### src/design/hmp_to_smf_track_transcoder_defines.svh
// Assertion macros used by the transcoder's result sequencer, h2s_back.
// Needs clk and arst_n in the scope where a macro is used.
`ifndef HMP_TO_SMF_TRACK_TRANSCODER_DEFINES_SVH
`define HMP_TO_SMF_TRACK_TRANSCODER_DEFINES_SVH
`ifndef SYNTHESIS
`define H2S_ASSERT(lbl, prop, msg) \
	lbl: assert property (@(posedge clk) disable iff (!arst_n) (prop)) else $error(msg);
`define H2S_NEVER(lbl, cond, msg) \
	lbl: assert property (@(posedge clk) disable iff (!arst_n) !(cond)) else $error(msg);
`else
`define H2S_ASSERT(lbl, prop, msg)
`define H2S_NEVER(lbl, cond, msg)
`endif
`endif

### src/design/h2s_pkg.sv
// Types, constants and helpers for the HMP to SMF track transcoder.
// No dependencies; used by every module of the block.
package h2s_pkg;

	localparam int MAX_DELTA_GROUPS = 4;
	localparam int DCNT_W = (MAX_DELTA_GROUPS > 1) ? $clog2(MAX_DELTA_GROUPS) : 1;
	localparam int NB_W = $clog2(MAX_DELTA_GROUPS + 1);
	localparam int SH_N = (MAX_DELTA_GROUPS > 1) ? MAX_DELTA_GROUPS - 1 : 1;
	localparam int QDEPTH = 4;
	localparam int QPTR_W = $clog2(QDEPTH);
	localparam int QCNT_W = $clog2(QDEPTH + 1);

	localparam logic [7:0] META_CMD = 8'hFF;
	localparam logic [7:0] META_EOT = 8'h2F;

	localparam logic [3:0] NIB_NOTE_OFF = 4'h8;
	localparam logic [3:0] NIB_NOTE_ON = 4'h9;
	localparam logic [3:0] NIB_POLY_AT = 4'hA;
	localparam logic [3:0] NIB_CTRL = 4'hB;
	localparam logic [3:0] NIB_PROG = 4'hC;
	localparam logic [3:0] NIB_CHAN_AT = 4'hD;
	localparam logic [3:0] NIB_BEND = 4'hE;

	typedef enum logic [2:0] {
		PH_DELTA,
		PH_CMD,
		PH_DATA,
		PH_META_KIND,
		PH_META_LEN,
		PH_META_BODY,
		PH_EOT,
		PH_CLOSED
	} phase_t;

	typedef enum logic [2:0] {
		ERR_NONE = 3'd0,
		ERR_DELTA = 3'd1,
		ERR_CMD = 3'd2,
		ERR_EOT_SIZE = 3'd3,
		ERR_LENGTH = 3'd4
	} err_t;

	// One queue entry: the bytes one input word produces, plus the closing result.
	typedef struct packed {
		logic clr;
		logic done;
		err_t err;
		logic [NB_W-1:0] nb;
		logic [MAX_DELTA_GROUPS-1:0][7:0] bytes;
	} job_t;

	function automatic logic [1:0] cmd_need(input logic [3:0] nib);
		logic [1:0] need;
		case (nib)
			NIB_NOTE_OFF, NIB_NOTE_ON, NIB_POLY_AT, NIB_CTRL, NIB_BEND: need = 2'd2;
			NIB_PROG, NIB_CHAN_AT: need = 2'd1;
			default: need = 2'd0;
		endcase
		return need;
	endfunction

endpackage

### src/design/h2s_hmp_if.sv
// Input channel of the transcoder: one HMP track byte per word.
// No dependencies.
interface h2s_hmp_if;
	logic valid;
	logic ready;
	logic [7:0] in_byte;
	logic first_of_track;
	logic last_of_track;

	modport source(output valid, in_byte, first_of_track, last_of_track, input ready);
	modport sink(input valid, in_byte, first_of_track, last_of_track, output ready);
endinterface

### src/design/h2s_smf_if.sv
// Output channel of the transcoder: one SMF result per word.
// No dependencies.
interface h2s_smf_if;
	logic valid;
	logic ready;
	logic [7:0] out_byte;
	logic byte_valid;
	logic track_done;
	logic [31:0] track_length;
	logic [2:0] error_code;
	logic run_last;

	modport source(output valid, out_byte, byte_valid, track_done, track_length,
		error_code, run_last, input ready);
	modport sink(input valid, out_byte, byte_valid, track_done, track_length,
		error_code, run_last, output ready);
endinterface

### src/design/hmp_to_smf_track_transcoder.sv
// Top level of the HMP to SMF track transcoder.
// Depends on h2s_pkg, h2s_hmp_if, h2s_smf_if, h2s_front, h2s_queue and h2s_back.
//
// Usage:
//   hmp carries one HMP track body byte per word, with first_of_track on the first
//   byte of a track and last_of_track on the final byte of its declared length.
//   smf carries the results: SMF bytes with byte_valid set, and on the closing
//   result track_done with the track's byte count and error code. run_last marks
//   the last result caused by one input word.
// Timing:
//   The parser takes one input word per cycle unless the queue is full, and writes
//   its results as one entry into a four-entry queue. The sequencer drains one result
//   per cycle into the output register while that register is empty or being taken.
//   A word yields zero to five results; a delta time of n groups gives n results in
//   one entry, and the output port sets the sustained rate.
// Reset and stalls:
//   Reset empties the queue and output register and puts the parser at the start
//   of a delta time. When smf.ready is low the output holds its word; the queue
//   fills behind it and hmp.ready drops only once all four entries are taken.
module hmp_to_smf_track_transcoder (
	input logic clk,
	input logic arst_n,
	h2s_hmp_if.sink hmp,
	h2s_smf_if.source smf
);

	logic full;
	logic push;
	h2s_pkg::job_t push_job;
	logic pop;
	logic head_valid;
	h2s_pkg::job_t head;

	h2s_front u_front (
		.clk(clk),
		.arst_n(arst_n),
		.hmp(hmp),
		.full(full),
		.push(push),
		.push_job(push_job)
	);

	h2s_queue u_queue (
		.clk(clk),
		.arst_n(arst_n),
		.push(push),
		.push_job(push_job),
		.full(full),
		.pop(pop),
		.head_valid(head_valid),
		.head(head)
	);

	h2s_back u_back (
		.clk(clk),
		.arst_n(arst_n),
		.head_valid(head_valid),
		.head(head),
		.pop(pop),
		.smf(smf)
	);

endmodule

### src/design/h2s_front.sv
// Front end: parses HMP track bytes and turns each one that yields results into a queue entry.
// Depends on h2s_pkg and h2s_hmp_if.
module h2s_front (
	input logic clk,
	input logic arst_n,
	h2s_hmp_if.sink hmp,
	input logic full,
	output logic push,
	output h2s_pkg::job_t push_job
);

	h2s_pkg::phase_t ph_q, ph, n_ph;
	logic [h2s_pkg::DCNT_W-1:0] dc_q, dc, n_dc;
	logic [7:0] rc_q, rc, n_rc;
	logic [7:0] br_q, br, n_br;
	logic [7:0] mk_q, mk, n_mk;
	h2s_pkg::err_t err_q, err, n_err;
	logic clr_pend_q;
	logic [6:0] sh_q [h2s_pkg::SH_N];
	logic shift_in;
	logic accept;
	logic [1:0] need;
	logic [7:0] b;
	h2s_pkg::job_t job;

	assign hmp.ready = !full;
	assign accept = hmp.valid && hmp.ready;
	assign b = hmp.in_byte;

	always_comb begin
		// A first word restarts the track before the byte itself is parsed.
		ph = hmp.first_of_track ? h2s_pkg::PH_DELTA : ph_q;
		dc = hmp.first_of_track ? '0 : dc_q;
		rc = hmp.first_of_track ? '0 : rc_q;
		br = hmp.first_of_track ? '0 : br_q;
		mk = hmp.first_of_track ? '0 : mk_q;
		err = hmp.first_of_track ? h2s_pkg::ERR_NONE : err_q;
		n_ph = ph;
		n_dc = dc;
		n_rc = rc;
		n_br = br;
		n_mk = mk;
		n_err = err;
		shift_in = 1'b0;
		need = h2s_pkg::cmd_need(b[7:4]);
		job = '0;
		job.clr = hmp.first_of_track || clr_pend_q;
		if (ph != h2s_pkg::PH_CLOSED) begin
			if (err == h2s_pkg::ERR_NONE) begin
				case (ph)
					h2s_pkg::PH_EOT: n_err = h2s_pkg::ERR_LENGTH;
					h2s_pkg::PH_DELTA: begin
						if (b[7]) begin
							// Newest group goes out first; older groups follow from the shift line.
							job.nb = h2s_pkg::NB_W'(dc) + h2s_pkg::NB_W'(1);
							job.bytes[0] = {(dc != '0), b[6:0]};
							for (int j = 1; j < h2s_pkg::MAX_DELTA_GROUPS; j++) begin
								job.bytes[j] = {(h2s_pkg::DCNT_W'(j) < dc), sh_q[j-1]};
							end
							n_dc = '0;
							n_ph = h2s_pkg::PH_CMD;
						end else if ({1'b0, dc} + (h2s_pkg::DCNT_W+1)'(1) >=
								(h2s_pkg::DCNT_W+1)'(h2s_pkg::MAX_DELTA_GROUPS)) begin
							n_err = h2s_pkg::ERR_DELTA;
						end else begin
							shift_in = 1'b1;
							n_dc = dc + h2s_pkg::DCNT_W'(1);
						end
					end
					h2s_pkg::PH_CMD: begin
						if (b == h2s_pkg::META_CMD) begin
							job.nb = h2s_pkg::NB_W'(1);
							job.bytes[0] = b;
							n_ph = h2s_pkg::PH_META_KIND;
						end else if (need == 2'd0) begin
							n_err = h2s_pkg::ERR_CMD;
						end else begin
							if (b != rc) begin
								job.nb = h2s_pkg::NB_W'(1);
								job.bytes[0] = b;
							end
							n_rc = b;
							n_br = {6'b0, need};
							n_ph = h2s_pkg::PH_DATA;
						end
					end
					h2s_pkg::PH_DATA, h2s_pkg::PH_META_BODY: begin
						job.nb = h2s_pkg::NB_W'(1);
						job.bytes[0] = b;
						if (br <= 8'd1) begin
							n_br = '0;
							n_ph = h2s_pkg::PH_DELTA;
						end else begin
							n_br = br - 8'd1;
						end
					end
					h2s_pkg::PH_META_KIND: begin
						job.nb = h2s_pkg::NB_W'(1);
						job.bytes[0] = b;
						n_mk = b;
						n_ph = h2s_pkg::PH_META_LEN;
					end
					h2s_pkg::PH_META_LEN: begin
						job.nb = h2s_pkg::NB_W'(1);
						job.bytes[0] = b;
						n_br = b;
						if (mk == h2s_pkg::META_EOT) begin
							if (b != 8'd0) n_err = h2s_pkg::ERR_EOT_SIZE;
							else n_ph = h2s_pkg::PH_EOT;
						end else begin
							n_ph = (b != 8'd0) ? h2s_pkg::PH_META_BODY : h2s_pkg::PH_DELTA;
						end
					end
					default: n_ph = h2s_pkg::PH_DELTA;
				endcase
			end
			if (hmp.last_of_track) begin
				// The track may end only between items or right after end of track.
				if (n_err == h2s_pkg::ERR_NONE && n_ph != h2s_pkg::PH_EOT &&
						!(n_ph == h2s_pkg::PH_DELTA && n_dc == '0))
					n_err = h2s_pkg::ERR_LENGTH;
				job.done = 1'b1;
				n_ph = h2s_pkg::PH_CLOSED;
			end
		end
		job.err = n_err;
	end

	assign push = accept && (job.nb != '0 || job.done);
	assign push_job = job;

	always_ff @(posedge clk or negedge arst_n) begin
		if (!arst_n) begin
			ph_q <= h2s_pkg::PH_DELTA;
			dc_q <= '0;
			rc_q <= '0;
			br_q <= '0;
			mk_q <= '0;
			err_q <= h2s_pkg::ERR_NONE;
			clr_pend_q <= 1'b0;
		end else if (accept) begin
			ph_q <= n_ph;
			dc_q <= n_dc;
			rc_q <= n_rc;
			br_q <= n_br;
			mk_q <= n_mk;
			err_q <= n_err;
			// A silent first word still has to restart the byte count downstream.
			if (push) clr_pend_q <= 1'b0;
			else if (hmp.first_of_track) clr_pend_q <= 1'b1;
		end
	end

	always_ff @(posedge clk) begin
		if (accept && shift_in) begin
			sh_q[0] <= b[6:0];
			for (int i = 1; i < h2s_pkg::SH_N; i++) begin
				sh_q[i] <= sh_q[i-1];
			end
		end
	end

endmodule

### src/design/h2s_queue.sv
// Short entry queue between the parser and the result sequencer.
// Depends on h2s_pkg.
module h2s_queue (
	input logic clk,
	input logic arst_n,
	input logic push,
	input h2s_pkg::job_t push_job,
	output logic full,
	input logic pop,
	output logic head_valid,
	output h2s_pkg::job_t head
);

	h2s_pkg::job_t mem_q [h2s_pkg::QDEPTH];
	logic [h2s_pkg::QPTR_W-1:0] wr_q, rd_q;
	logic [h2s_pkg::QCNT_W-1:0] cnt_q;
	logic do_pop;

	assign full = (cnt_q == h2s_pkg::QCNT_W'(h2s_pkg::QDEPTH));
	assign head_valid = (cnt_q != '0);
	assign head = mem_q[rd_q];
	assign do_pop = pop && head_valid;

	always_ff @(posedge clk) begin
		if (push && !full) mem_q[wr_q] <= push_job;
	end

	always_ff @(posedge clk or negedge arst_n) begin
		if (!arst_n) begin
			wr_q <= '0;
			rd_q <= '0;
			cnt_q <= '0;
		end else begin
			if (push && !full) wr_q <= wr_q + h2s_pkg::QPTR_W'(1);
			if (do_pop) rd_q <= rd_q + h2s_pkg::QPTR_W'(1);
			if ((push && !full) && !do_pop) cnt_q <= cnt_q + h2s_pkg::QCNT_W'(1);
			else if (!(push && !full) && do_pop) cnt_q <= cnt_q - h2s_pkg::QCNT_W'(1);
		end
	end

endmodule

### src/design/h2s_back.sv
// Sequencer: walks queue entries one result per cycle into the output register when free.
// Depends on h2s_pkg, h2s_smf_if and the assertion macro header.
`include "hmp_to_smf_track_transcoder_defines.svh"
module h2s_back (
	input logic clk,
	input logic arst_n,
	input logic head_valid,
	input h2s_pkg::job_t head,
	output logic pop,
	h2s_smf_if.source smf
);

	logic [h2s_pkg::NB_W-1:0] idx_q;
	logic ov_q;
	logic [7:0] obyte_q;
	logic bval_q;
	logic done_q;
	logic [31:0] cnt_q;
	h2s_pkg::err_t err_q;
	logic rlast_q;

	logic is_byte;
	logic last;
	logic load;
	logic [31:0] base;
	logic [h2s_pkg::NB_W:0] total;

	assign is_byte = idx_q < head.nb;
	assign total = {1'b0, head.nb} + (h2s_pkg::NB_W+1)'(head.done);
	assign last = ({1'b0, idx_q} + (h2s_pkg::NB_W+1)'(1)) == total;
	assign load = head_valid && (!ov_q || smf.ready);
	assign pop = load && last;
	// The first result of a new track counts from zero.
	assign base = (head.clr && idx_q == '0) ? 32'd0 : cnt_q;

	always_ff @(posedge clk or negedge arst_n) begin
		if (!arst_n) begin
			ov_q <= 1'b0;
			idx_q <= '0;
			cnt_q <= '0;
		end else begin
			if (load) begin
				ov_q <= 1'b1;
				idx_q <= last ? '0 : idx_q + h2s_pkg::NB_W'(1);
				cnt_q <= base + 32'(is_byte);
			end else if (smf.ready) begin
				ov_q <= 1'b0;
			end
		end
	end

	always_ff @(posedge clk) begin
		if (load) begin
			obyte_q <= is_byte ? head.bytes[idx_q[h2s_pkg::DCNT_W-1:0]] : 8'd0;
			bval_q <= is_byte;
			done_q <= !is_byte;
			err_q <= is_byte ? h2s_pkg::ERR_NONE : head.err;
			rlast_q <= last;
		end
	end

	assign smf.valid = ov_q;
	assign smf.out_byte = obyte_q;
	assign smf.byte_valid = bval_q;
	assign smf.track_done = done_q;
	assign smf.track_length = cnt_q;
	assign smf.error_code = err_q;
	assign smf.run_last = rlast_q;

	`H2S_NEVER(a_byte_and_close, ov_q && bval_q && done_q, "byte result marked as track close")
	`H2S_ASSERT(a_err_only_on_close, ov_q && !done_q |-> err_q == h2s_pkg::ERR_NONE, "error on byte result")
	`H2S_ASSERT(a_idx_in_entry, head_valid |-> idx_q <= head.nb, "result index past entry")
	`H2S_ASSERT(a_pop_rewinds, pop |=> idx_q == '0, "index not rewound after entry")

endmodule

### src/flat_wrapper.sv
// flat-port wrapper written by rule: the top's interface ports become plain ports
module hmp_to_smf_track_transcoder_flat 
  (clk, arst_n, hmp_valid, hmp_in_byte, hmp_first_of_track, hmp_last_of_track, hmp_ready, smf_valid, smf_out_byte, smf_byte_valid, smf_track_done, smf_track_length, smf_error_code, smf_run_last, smf_ready);
  h2s_hmp_if hmp_i ();
  h2s_smf_if smf_i ();
  input logic clk;
  input logic arst_n;
  input wire logic [$bits(hmp_i.valid)-1:0] hmp_valid;
  input wire logic [$bits(hmp_i.in_byte)-1:0] hmp_in_byte;
  input wire logic [$bits(hmp_i.first_of_track)-1:0] hmp_first_of_track;
  input wire logic [$bits(hmp_i.last_of_track)-1:0] hmp_last_of_track;
  output wire logic [$bits(hmp_i.ready)-1:0] hmp_ready;
  output wire logic [$bits(smf_i.valid)-1:0] smf_valid;
  output wire logic [$bits(smf_i.out_byte)-1:0] smf_out_byte;
  output wire logic [$bits(smf_i.byte_valid)-1:0] smf_byte_valid;
  output wire logic [$bits(smf_i.track_done)-1:0] smf_track_done;
  output wire logic [$bits(smf_i.track_length)-1:0] smf_track_length;
  output wire logic [$bits(smf_i.error_code)-1:0] smf_error_code;
  output wire logic [$bits(smf_i.run_last)-1:0] smf_run_last;
  input wire logic [$bits(smf_i.ready)-1:0] smf_ready;
  assign hmp_i.valid = hmp_valid;
  assign hmp_i.in_byte = hmp_in_byte;
  assign hmp_i.first_of_track = hmp_first_of_track;
  assign hmp_i.last_of_track = hmp_last_of_track;
  assign hmp_ready = hmp_i.ready;
  assign smf_valid = smf_i.valid;
  assign smf_out_byte = smf_i.out_byte;
  assign smf_byte_valid = smf_i.byte_valid;
  assign smf_track_done = smf_i.track_done;
  assign smf_track_length = smf_i.track_length;
  assign smf_error_code = smf_i.error_code;
  assign smf_run_last = smf_i.run_last;
  assign smf_i.ready = smf_ready;
  hmp_to_smf_track_transcoder u_core (.clk(clk), .arst_n(arst_n), .hmp(hmp_i), .smf(smf_i));
endmodule
### config.mk
export PLATFORM = sky130hd
export DESIGN_NAME = hmp_to_smf_track_transcoder_flat
export DESIGN_NICKNAME = d
export VERILOG_FILES = /design/src/design/h2s_pkg.sv /design/src/design/h2s_hmp_if.sv /design/src/design/h2s_smf_if.sv /design/src/design/hmp_to_smf_track_transcoder.sv /design/src/design/h2s_front.sv /design/src/design/h2s_queue.sv /design/src/design/h2s_back.sv /design/src/flat_wrapper.sv
export VERILOG_INCLUDE_DIRS = /design/src /design/src/design
export SDC_FILE = /design/constraint.sdc
export NUM_CORES = 1
export LEC_CHECK = 0
export BUFFER_PORTS_ARGS = -buffer_cell sky130_fd_sc_hd__clkbuf_2
export CORE_ASPECT_RATIO = 0.75
export CORE_MARGIN = 2
export CORE_UTILIZATION = 34
export DETAILED_ROUTE_END_ITERATION = 10
export GPL_TIMING_DRIVEN = 0
export HOLD_SLACK_MARGIN = 0.08
export SLEW_MARGIN = 20
export SYNTH_ARGS = -nofsm -noshare
export SYNTH_HDL_FRONTEND = slang
export SYNTH_SLANG_ARGS = --single-unit
### constraint.sdc
create_clock -name clk -period 5.15 [get_ports clk]
set_clock_uncertainty 0.1 [all_clocks]
set_input_delay 0.2575 -clock clk [delete_from_list [all_inputs] [get_ports clk]]
set_output_delay 0.2575 -clock clk [all_outputs]
set_load 0.01 [all_outputs]
Yosys cells after proc, flatten, opt, wreduce, memory -nomap -nowiden
Memories as Yosys holds them, arrays and structs flattened.
Index checks and enable logic that the tools add are counted.
Widths: inputs -> output; s select.
{ "word_totals": {"word_cells": 183, "n_memories": 2, "output_inout_bits": 48, "romBits": 0, "input_bits": 14, "ram_bits": 181, "latchBits": 0, "regBits": 90} }
{ "classes": {"add_sub_neg": 11, "div_mod_pow": 0, "shift": 0, "multipliers": 0, "magnitude_cmp": 7, "mux": 84, "bitwise": 0, "n_eq_ne": 20, "n_reduce_logical": 41} }
{ "mem_list": {"columns": ["name", "words", "width", "rd", "rd_clocked_by_memory_dff", "write_ports", "line", "rtl"], "rows": [
  ["u_core.u_queue.mem_q", 4, 40, 1, 0, 1, "h2s_queue.sv:14", "h2s_pkg::job_t mem_q [h2s_pkg::QDEPTH];"],
  ["u_core.u_front.sh_q", 3, 7, 3, 0, 3, "h2s_front.sv:19", "logic [6:0] sh_q [h2s_pkg::SH_N];"]
]} }
{ "ops": {"columns": ["op", "n"], "rows": [
  ["$mux 8", 20],
  ["$mux 35", 3],
  ["$mux 3", 29],
  ["$pmux 8 s3", 2],
  ["$add 32x1->32", 1],
  ["$mux 32", 1],
  ["$eq 4x4->1 const B", 7],
  ["$mux 24", 1],
  ["$pmux 3 s6", 1],
  ["$bmux 8 s2", 1],
  ["$mux 1", 16],
  ["$logic_not 3->1", 5],
  ["$mux 2", 7],
  ["$logic_and 1x1->1", 13],
  ["$eq 3x3->1 const B", 4],
  ["$pmux 3 s4", 1],
  ["$pmux 3 s3", 1],
  ["$eq 8x6->1 const B", 1],
  ["$eq 8x8->1 const B", 1],
  ["$le 8x1->1 const B", 1],
  ["$ne 8x8->1", 1],
  ["$reduce_bool 2->1", 4],
  ["$reduce_bool 8->1", 1],
  ["$sub 8x1->8 const B", 1],
  ["other kinds (24)", 40]
]} }

Depth between registers and ports, before layout
{ "depth": {"ltp_word": 17, "depth_mapped": 18, "ltp_nobuf": 15} }

Hierarchy
From an unflattened synthesis, not the netlist that was laid out.
{ "unflattened": {"cells_unflattened": 885, "hier_area_um2": 12608.3} }
{ "modules_own_cells": {"columns": ["module", "instances", "seq_area_each_um2", "area_per_inst_um2", "cells_each"], "rows": [
  ["h2s_queue", 1, 4979.8, 6249.7, 245],
  ["h2s_front", 1, 1456.4, 3558.4, 379],
  ["h2s_back", 1, 1321.3, 2800.2, 261]
]} }

Worst setup path after synthesis
No wires, ideal clock.
{ "synth_timing": {"path_type": "register to register", "from": "register u_core.u_queue.rd_q[0] (netlist bit)", "to": "register u_core.u_queue.cnt_q[2] (netlist bit)", "t_required_ns": 4.971, "setup_slack_ns": 1.100, "path_stages_with_launch": 19, "path_buffers": 3, "arrival_ns": 3.871, "setup_time_ns": 0.079, "synth_period_minus_slack_ns": 4.050, "path_cell_list": "dfrtp_1 > buf_2 > buf_4 > buf_2 > mux4_2 > ha_1 > ha_1 > xnor2_1 > nand3b_1 > a21oi_1 > nor3_1 > nor3_1 > inv_1 > ha_1 > inv_1 > fa_1 > xor2_1 > nor2_1 > xor2_1"} }
{ "synth_between": {"elab_chain_cells": 8, "elab_cells_between_ends": 10, "classes_between": "1 x add/sub; 1 x eq/ne; 1 x mux; 6 x reduce/logical; 1 x memory"} }
{ "synth_lines": {"columns": ["item", "line", "rtl"], "rows": [
  ["start, declared", "h2s_queue.sv:15", "logic [h2s_pkg::QPTR_W-1:0] wr_q, rd_q;"],
  ["start signal, assigned", "h2s_queue.sv:35", "if (do_pop) rd_q <= rd_q + h2s_pkg::QPTR_W'(1);"],
  ["$mem_v2 4x40 (*)", null, null],
  ["$add 3x1->4 (*)", "h2s_back.sv:29", "assign total = {1'b0, head.nb} + (h2s_pkg::NB_W+1)'(head.done);"],
  ["$eq 4x4->1 (*)", "h2s_back.sv:30", "assign last = ({1'b0, idx_q} + (h2s_pkg::NB_W+1)'(1)) == total;"],
  ["$logic_and 1x1->1 (*)", "h2s_back.sv:32", "assign pop = load && last;"],
  ["$logic_and 1x1->1 (*)", "h2s_queue.sv:22", "assign do_pop = pop && head_valid;"],
  ["$logic_not 1->1", "h2s_queue.sv:36", "if ((push && !full) && !do_pop) cnt_q <= cnt_q + h2s_pkg::QCNT_W'(1);"],
  ["$logic_and 1x1->1", "h2s_queue.sv:36", null],
  ["$mux 3 or $reduce_bool 2->1 (tied branches)", null, null],
  ["end signal, assigned", "h2s_queue.sv:36", null],
  ["end signal, assigned", "h2s_queue.sv:37", "else if (!(push && !full) && do_pop) cnt_q <= cnt_q - h2s_pkg::QCNT_W'(1);"],
  ["end, declared", "h2s_queue.sv:16", "logic [h2s_pkg::QCNT_W-1:0] cnt_q;"]
]} }
Every way passes the cells marked *; elsewhere a longest branch is shown, timed or not.
A chain may end at the register's enable or synchronous reset.

Worst setup path in the final report
{ "layout_timing": {"from": "register u_core.u_queue.rd_q[1] (netlist bit)", "to": "register u_core.u_queue.cnt_q[2] (netlist bit)"} }
Same word-level chain as after synthesis.

==> reports/summary.md <==
The die extent in y is 170 µm. The internal power of the cells totals 5.06 mW. After synthesis, the cell types taking the most area are sky130_fd_sc_hd__edfxtp_1 46%, sky130_fd_sc_hd__dfrtp_1 15%, sky130_fd_sc_hd__mux4_2 8.1%. Synthesis produced a netlist whose cell count is 930. In this run the static leakage power is 5.37 nW.

The maximum achievable frequency was 0.210 GHz; the total die area was 38,200 µm². The worst setup slack for register-to-register paths was 0.39 ns; the count of distinct cell types in the synthesized netlist was 84. The depth of the worst register-to-register path is 18.

Summed over all layers, the routed wires come to 30,200 µm. The register clock-pin slew on the reported worst setup and hold paths is 0.06 ns. For the overall track demand over capacity in global routing, the log shows 0.158. The tools report the max-slew headroom at the worst pin as 0.363. The tools report the reg-to-reg critical path endpoint as u_core.u_queue.cnt_q[2]$_DFFE_PN0P_. The run gives 27 as the number of buffers created by CTS. The cell family contributing the most delay on the critical path is buffers and inverters.

The tools report the wire length of the first global-routing pass as 46,800 µm. Routability-driven placement finished with a final weighted congestion of 0.917. Sorting the synthesized cells by how often they occur yields 191 x sky130_fd_sc_hd__edfxtp_1, 96 x sky130_fd_sc_hd__nand2_1, 76 x sky130_fd_sc_hd__dfrtp_1. For this block, the initial DRC count from the detailed router was 828.

The analysis attributes to net switching a power of 2.55 mW. The tools report the critical path startpoint category as a flip-flop. Critical path class: flip-flop to flip-flop. The tools report the clock root buffer as sky130_fd_sc_hd__clkbuf_16. The via count is 8,270, and the mean cell area of the mapped netlist is 13.4 µm². The sequential-to-total area share from yosys stat was 0.614. The run gives 36,000 µm² as the placeable core area.

The area added between synthesis and finish is 16.1%, and the required time of the critical path is 5.51 ns. The ratio of final minimum period to clock period is 0.924. Counting flops and latches in the post-synthesis netlist gives 267. The number of maximum-capacitance constraint violations was 0; the buffer and inverter count on the worst path was 5. The pin slew with the least headroom to its limit was 0.955 ns.

In this run the worst hold path is classified as primary input to asynchronous set/reset pin. At the later pin of the worst-skew pair, clock insertion delay measures 0.55 ns. The count of buffers from port buffering was 60; the initial cell density of the core was 0.346. The hold violation count in the final report was 0. sky130_fd_sc_hd__edfxtp_1 takes more of the synthesized area than any other cell.

The via count of the first global-routing pass is 7,982. The die is 225 µm wide. The async set or reset register ratio after synthesis was 0.285; the clock sink total was 267.

The launch point of the worst reg-to-reg path was u_core.u_queue.rd_q[1]$_DFFE_PN0P_. The signal on the critical path passes through buf_2, clkbuf_2, clkdlybuf4s15_2, mux4_2, ha_1, ha_1, xnor2_1, nand3b_1, a21oi_1, nor3_1, nor3_1, inv_1, ha_1, inv_1, fa_1, xor2_1, nor2_1, xor2_1. The flow ran to the end, and the final reports show no timing, DRC or antenna violations. The H-tree depth reported by CTS came out at 1. The maximum number of pins on one net before global-route repair is 77.

Cell with the most instances after synthesis: sky130_fd_sc_hd__edfxtp_1. Setup repair after global routing left no endpoint under its margin. The number of synthesized flops with an enable pin was 191; the number of warning messages in the yosys log was 0.

The logs give 12,400 µm² for the area of the mapped netlist and 0 for the number of routed nets with antenna violations. The share of the synthesized area in the top cell type works out to 0.461. By instance count, the cell type seen most on the critical path is sky130_fd_sc_hd__ha_1. The maximum net fanout on the critical path is 10. For the portion of total power attributed to the clock network, the log shows 0.259. Detailed placement finished with a half-perimeter wire length of 20,500 µm.

The fraction of layout instances using a drive strength above 1 works out to 0.193. No sink is reached through more buffers than the 3 on the longest clock path. Data arrives at the worst endpoint at 5.12 ns. Summed over all layers, the global routing overflow is 0. Final routed DRC violation total: 0.

For the share of power burned in combinational logic, the log shows 0.346. The minimum clock period after layout works out to 4.76 ns. For the post-route total power, the log shows 7.61 mW. The final setup violation count came out at 0.

The run gives 0.402 as the final standard cell utilization of the core. The final layout net count was 1,072. The power share of the sequential group is 0.395.

The first-pass iteration count of the detailed router was 5. The number of antenna violations at the first check in global routing came out at 0. The largest single stage delay on the critical path is 0.53 ns.

TritonCTS built the clock tree. The fraction of power spent switching nets is 0.335, and the net count after synthesis is 965. The via density per instance was 5.43. Dividing the detail-routed wire length by the instance count gives 19.8 µm. In this run the number of cells on the critical path is 18. The worst-case IR drop observed on VDD is 262 µV.

Among all flip-flop cells after synthesis, the most frequent one is sky130_fd_sc_hd__edfxtp_1. In this run the count of I/O pins placed on the die edge is 62. The floorplan has 60 rows. The final-report max-slew violation count came out at 0. The slowest library cell on the worst path was sky130_fd_sc_hd__clkdlybuf4s15_2.

For this design the ratio of total power to cell area is 526 nW/µm². The worst setup path is captured at a flip-flop.
-- state kept, by name, summed over array words and instances, names as in the netlist --
name	count
u_core.u_queue.cnt_q	3
u_core.u_back.idx_q	3
u_core.u_front.dc_q	2
u_core.u_front.err_q	3
u_core.u_queue.mem_q	156
u_core.u_front.ph_q	3
u_core.u_back.smf.track_length	32
u_core.u_front.mk_q	8
u_core.u_front.clr_pend_q	1
u_core.u_back.smf.run_last	1
u_core.u_back.smf.byte_valid	1
u_core.u_front.sh_q	21
u_core.u_back.smf.error_code	3
u_core.u_back.smf.track_done	1
u_core.u_front.rc_q	8
u_core.u_back.smf.out_byte	8
u_core.u_queue.wr_q	2
u_core.u_queue.rd_q	2
u_core.u_front.br_q	8
u_core.u_back.smf.valid	1
-- power by group through the flow --
stage / Clock [mW] / Sequential (mW) / Combinational (mW)
after floorplan: 0 / 3.05 / 1.79
after global placement: 0 / 3.06 / 2.56
after detailed placement: 0 / 3.05 / 2.63
after CTS: 2.02 / 3.01 / 2.65
after global routing: 2.11 / 3.05 / 2.89
final: 1.97 / 3.01 / 2.63
-- worst max path at each step --
| stage | from | endpoint | slack (ns) |
|---|---|---|---|
| detailed placement | u_core.u_queue.rd_q[1]$_DFFE_PN0P_ | u_core.u_queue.cnt_q[2]$_DFFE_PN0P_ | -0.07 |
| global placement | u_core.u_queue.cnt_q[0]$_DFFE_PN0P_ | u_core.u_front.sh_q[0][4]$_DFFE_PP_ | -0.28 |
| floorplan | u_core.u_queue.rd_q[0]$_DFFE_PN0P_ | u_core.u_queue.cnt_q[2]$_DFFE_PN0P_ | 1.10 |
| CTS | u_core.u_queue.rd_q[1]$_DFFE_PN0P_ | u_core.u_queue.cnt_q[2]$_DFFE_PN0P_ | 0.14 |
| finish | u_core.u_queue.rd_q[1]$_DFFE_PN0P_ | u_core.u_queue.cnt_q[2]$_DFFE_PN0P_ | 0.39 |
| global route | u_core.u_queue.rd_q[0]$_DFFE_PN0P_ | u_core.u_queue.cnt_q[2]$_DFFE_PN0P_ | 0.008 |
-- cell usage in the layout (no fill, tap or decap), types with 11 or more instances in the layout --
cell / synthesis / routed
sky130_fd_sc_hd__dfrtp_1: 76 / 76
sky130_fd_sc_hd__o21ai_0: 45 / 45
sky130_fd_sc_hd__edfxtp_1: 191 / 191
sky130_fd_sc_hd__and2_1: 19 / 19
sky130_fd_sc_hd__nand3_1: 20 / 20
sky130_fd_sc_hd__clkbuf_2: 0 / 61
sky130_fd_sc_hd__nor2_1: 42 / 42
sky130_fd_sc_hd__nor3_1: 12 / 12
sky130_fd_sc_hd__buf_2: 13 / 16
sky130_fd_sc_hd__xnor2_1: 12 / 12
sky130_fd_sc_hd__o211ai_1: 12 / 12
sky130_fd_sc_hd__mux4_2: 45 / 45
sky130_fd_sc_hd__nor2b_1: 11 / 11
sky130_fd_sc_hd__ha_1: 20 / 20
sky130_fd_sc_hd__clkbuf_1: 23 / 23
sky130_fd_sc_hd__clkbuf_16: 0 / 27
sky130_fd_sc_hd__nand4_1: 13 / 13
sky130_fd_sc_hd__a21oi_1: 26 / 26
sky130_fd_sc_hd__and3_1: 39 / 35
sky130_fd_sc_hd__inv_1: 29 / 29
sky130_fd_sc_hd__nand2_1: 96 / 96
-- metrics by stage --
stage | hold WS, ns | setup WS, ns | std cells | TNS, ns | area, µm²
4_1_cts | 0.238 | 0.141 | 1521 | 0 | 14400
3_5_place_dp | 0.246 | -0.0673 | 1463 | -0.125 | 13500
6_report | 0.189 | 0.391 | 1522 | 0 | 14500
3_3_place_gp | 0.322 | -0.279 | 1455 | -5.82 | 13300
2_1_floorplan | -0.138 | 1.10 | 930 | 0 | 12400
5_1_grt | 0.255 | 0.00753 | 1521 | 0 | 14500
-- metal layers --
metal	track usage	vias to the layer above	share of wire
li1	-	3809	-
met1	0.241	4158	0.49
met2	0.238	260	0.44
met3	0.0251	43	0.057
met4	0.0322	0	0.018
met5	0	-	0
-- final cells by class --
cell class | instances | area (µm²)
well taps | 465 | 582
inverters | 29 | 109
multi-input cells | 587 | 4480
flip-flops and latches | 267 | 7640
plain buffers | 47 | 248
fillers | 3387 | 21500
repair buffers | 78 | 519
clock buffers | 29 | 683
clock inverters | 19 | 194
diodes | 1 | 2.50
-- cells by family (layout without fill, tap and decap cells) --
group | Yosys count | after routing | share of synthesized area
simple gates | 304 | 304 | 0.128
compound gates | 186 | 186 | 0.104
other cells | 0 | 1 | 0
fa+ha+maj | 21 | 21 | 0.0217
buf+inv | 76 | 202 | 0.0278
flops | 267 | 267 | 0.614
xor+xnor | 22 | 22 | 0.0155
mux | 54 | 54 | 0.0889
-- what timing repair did --
item,CTS,global route
endpoints found under the hold margin,92,0
hold buffers,10,0
gates resized for setup,2,3
buffers inserted,0,0
endpoints found under the setup margin,2,3
Power figures use the tool's default switching activity.
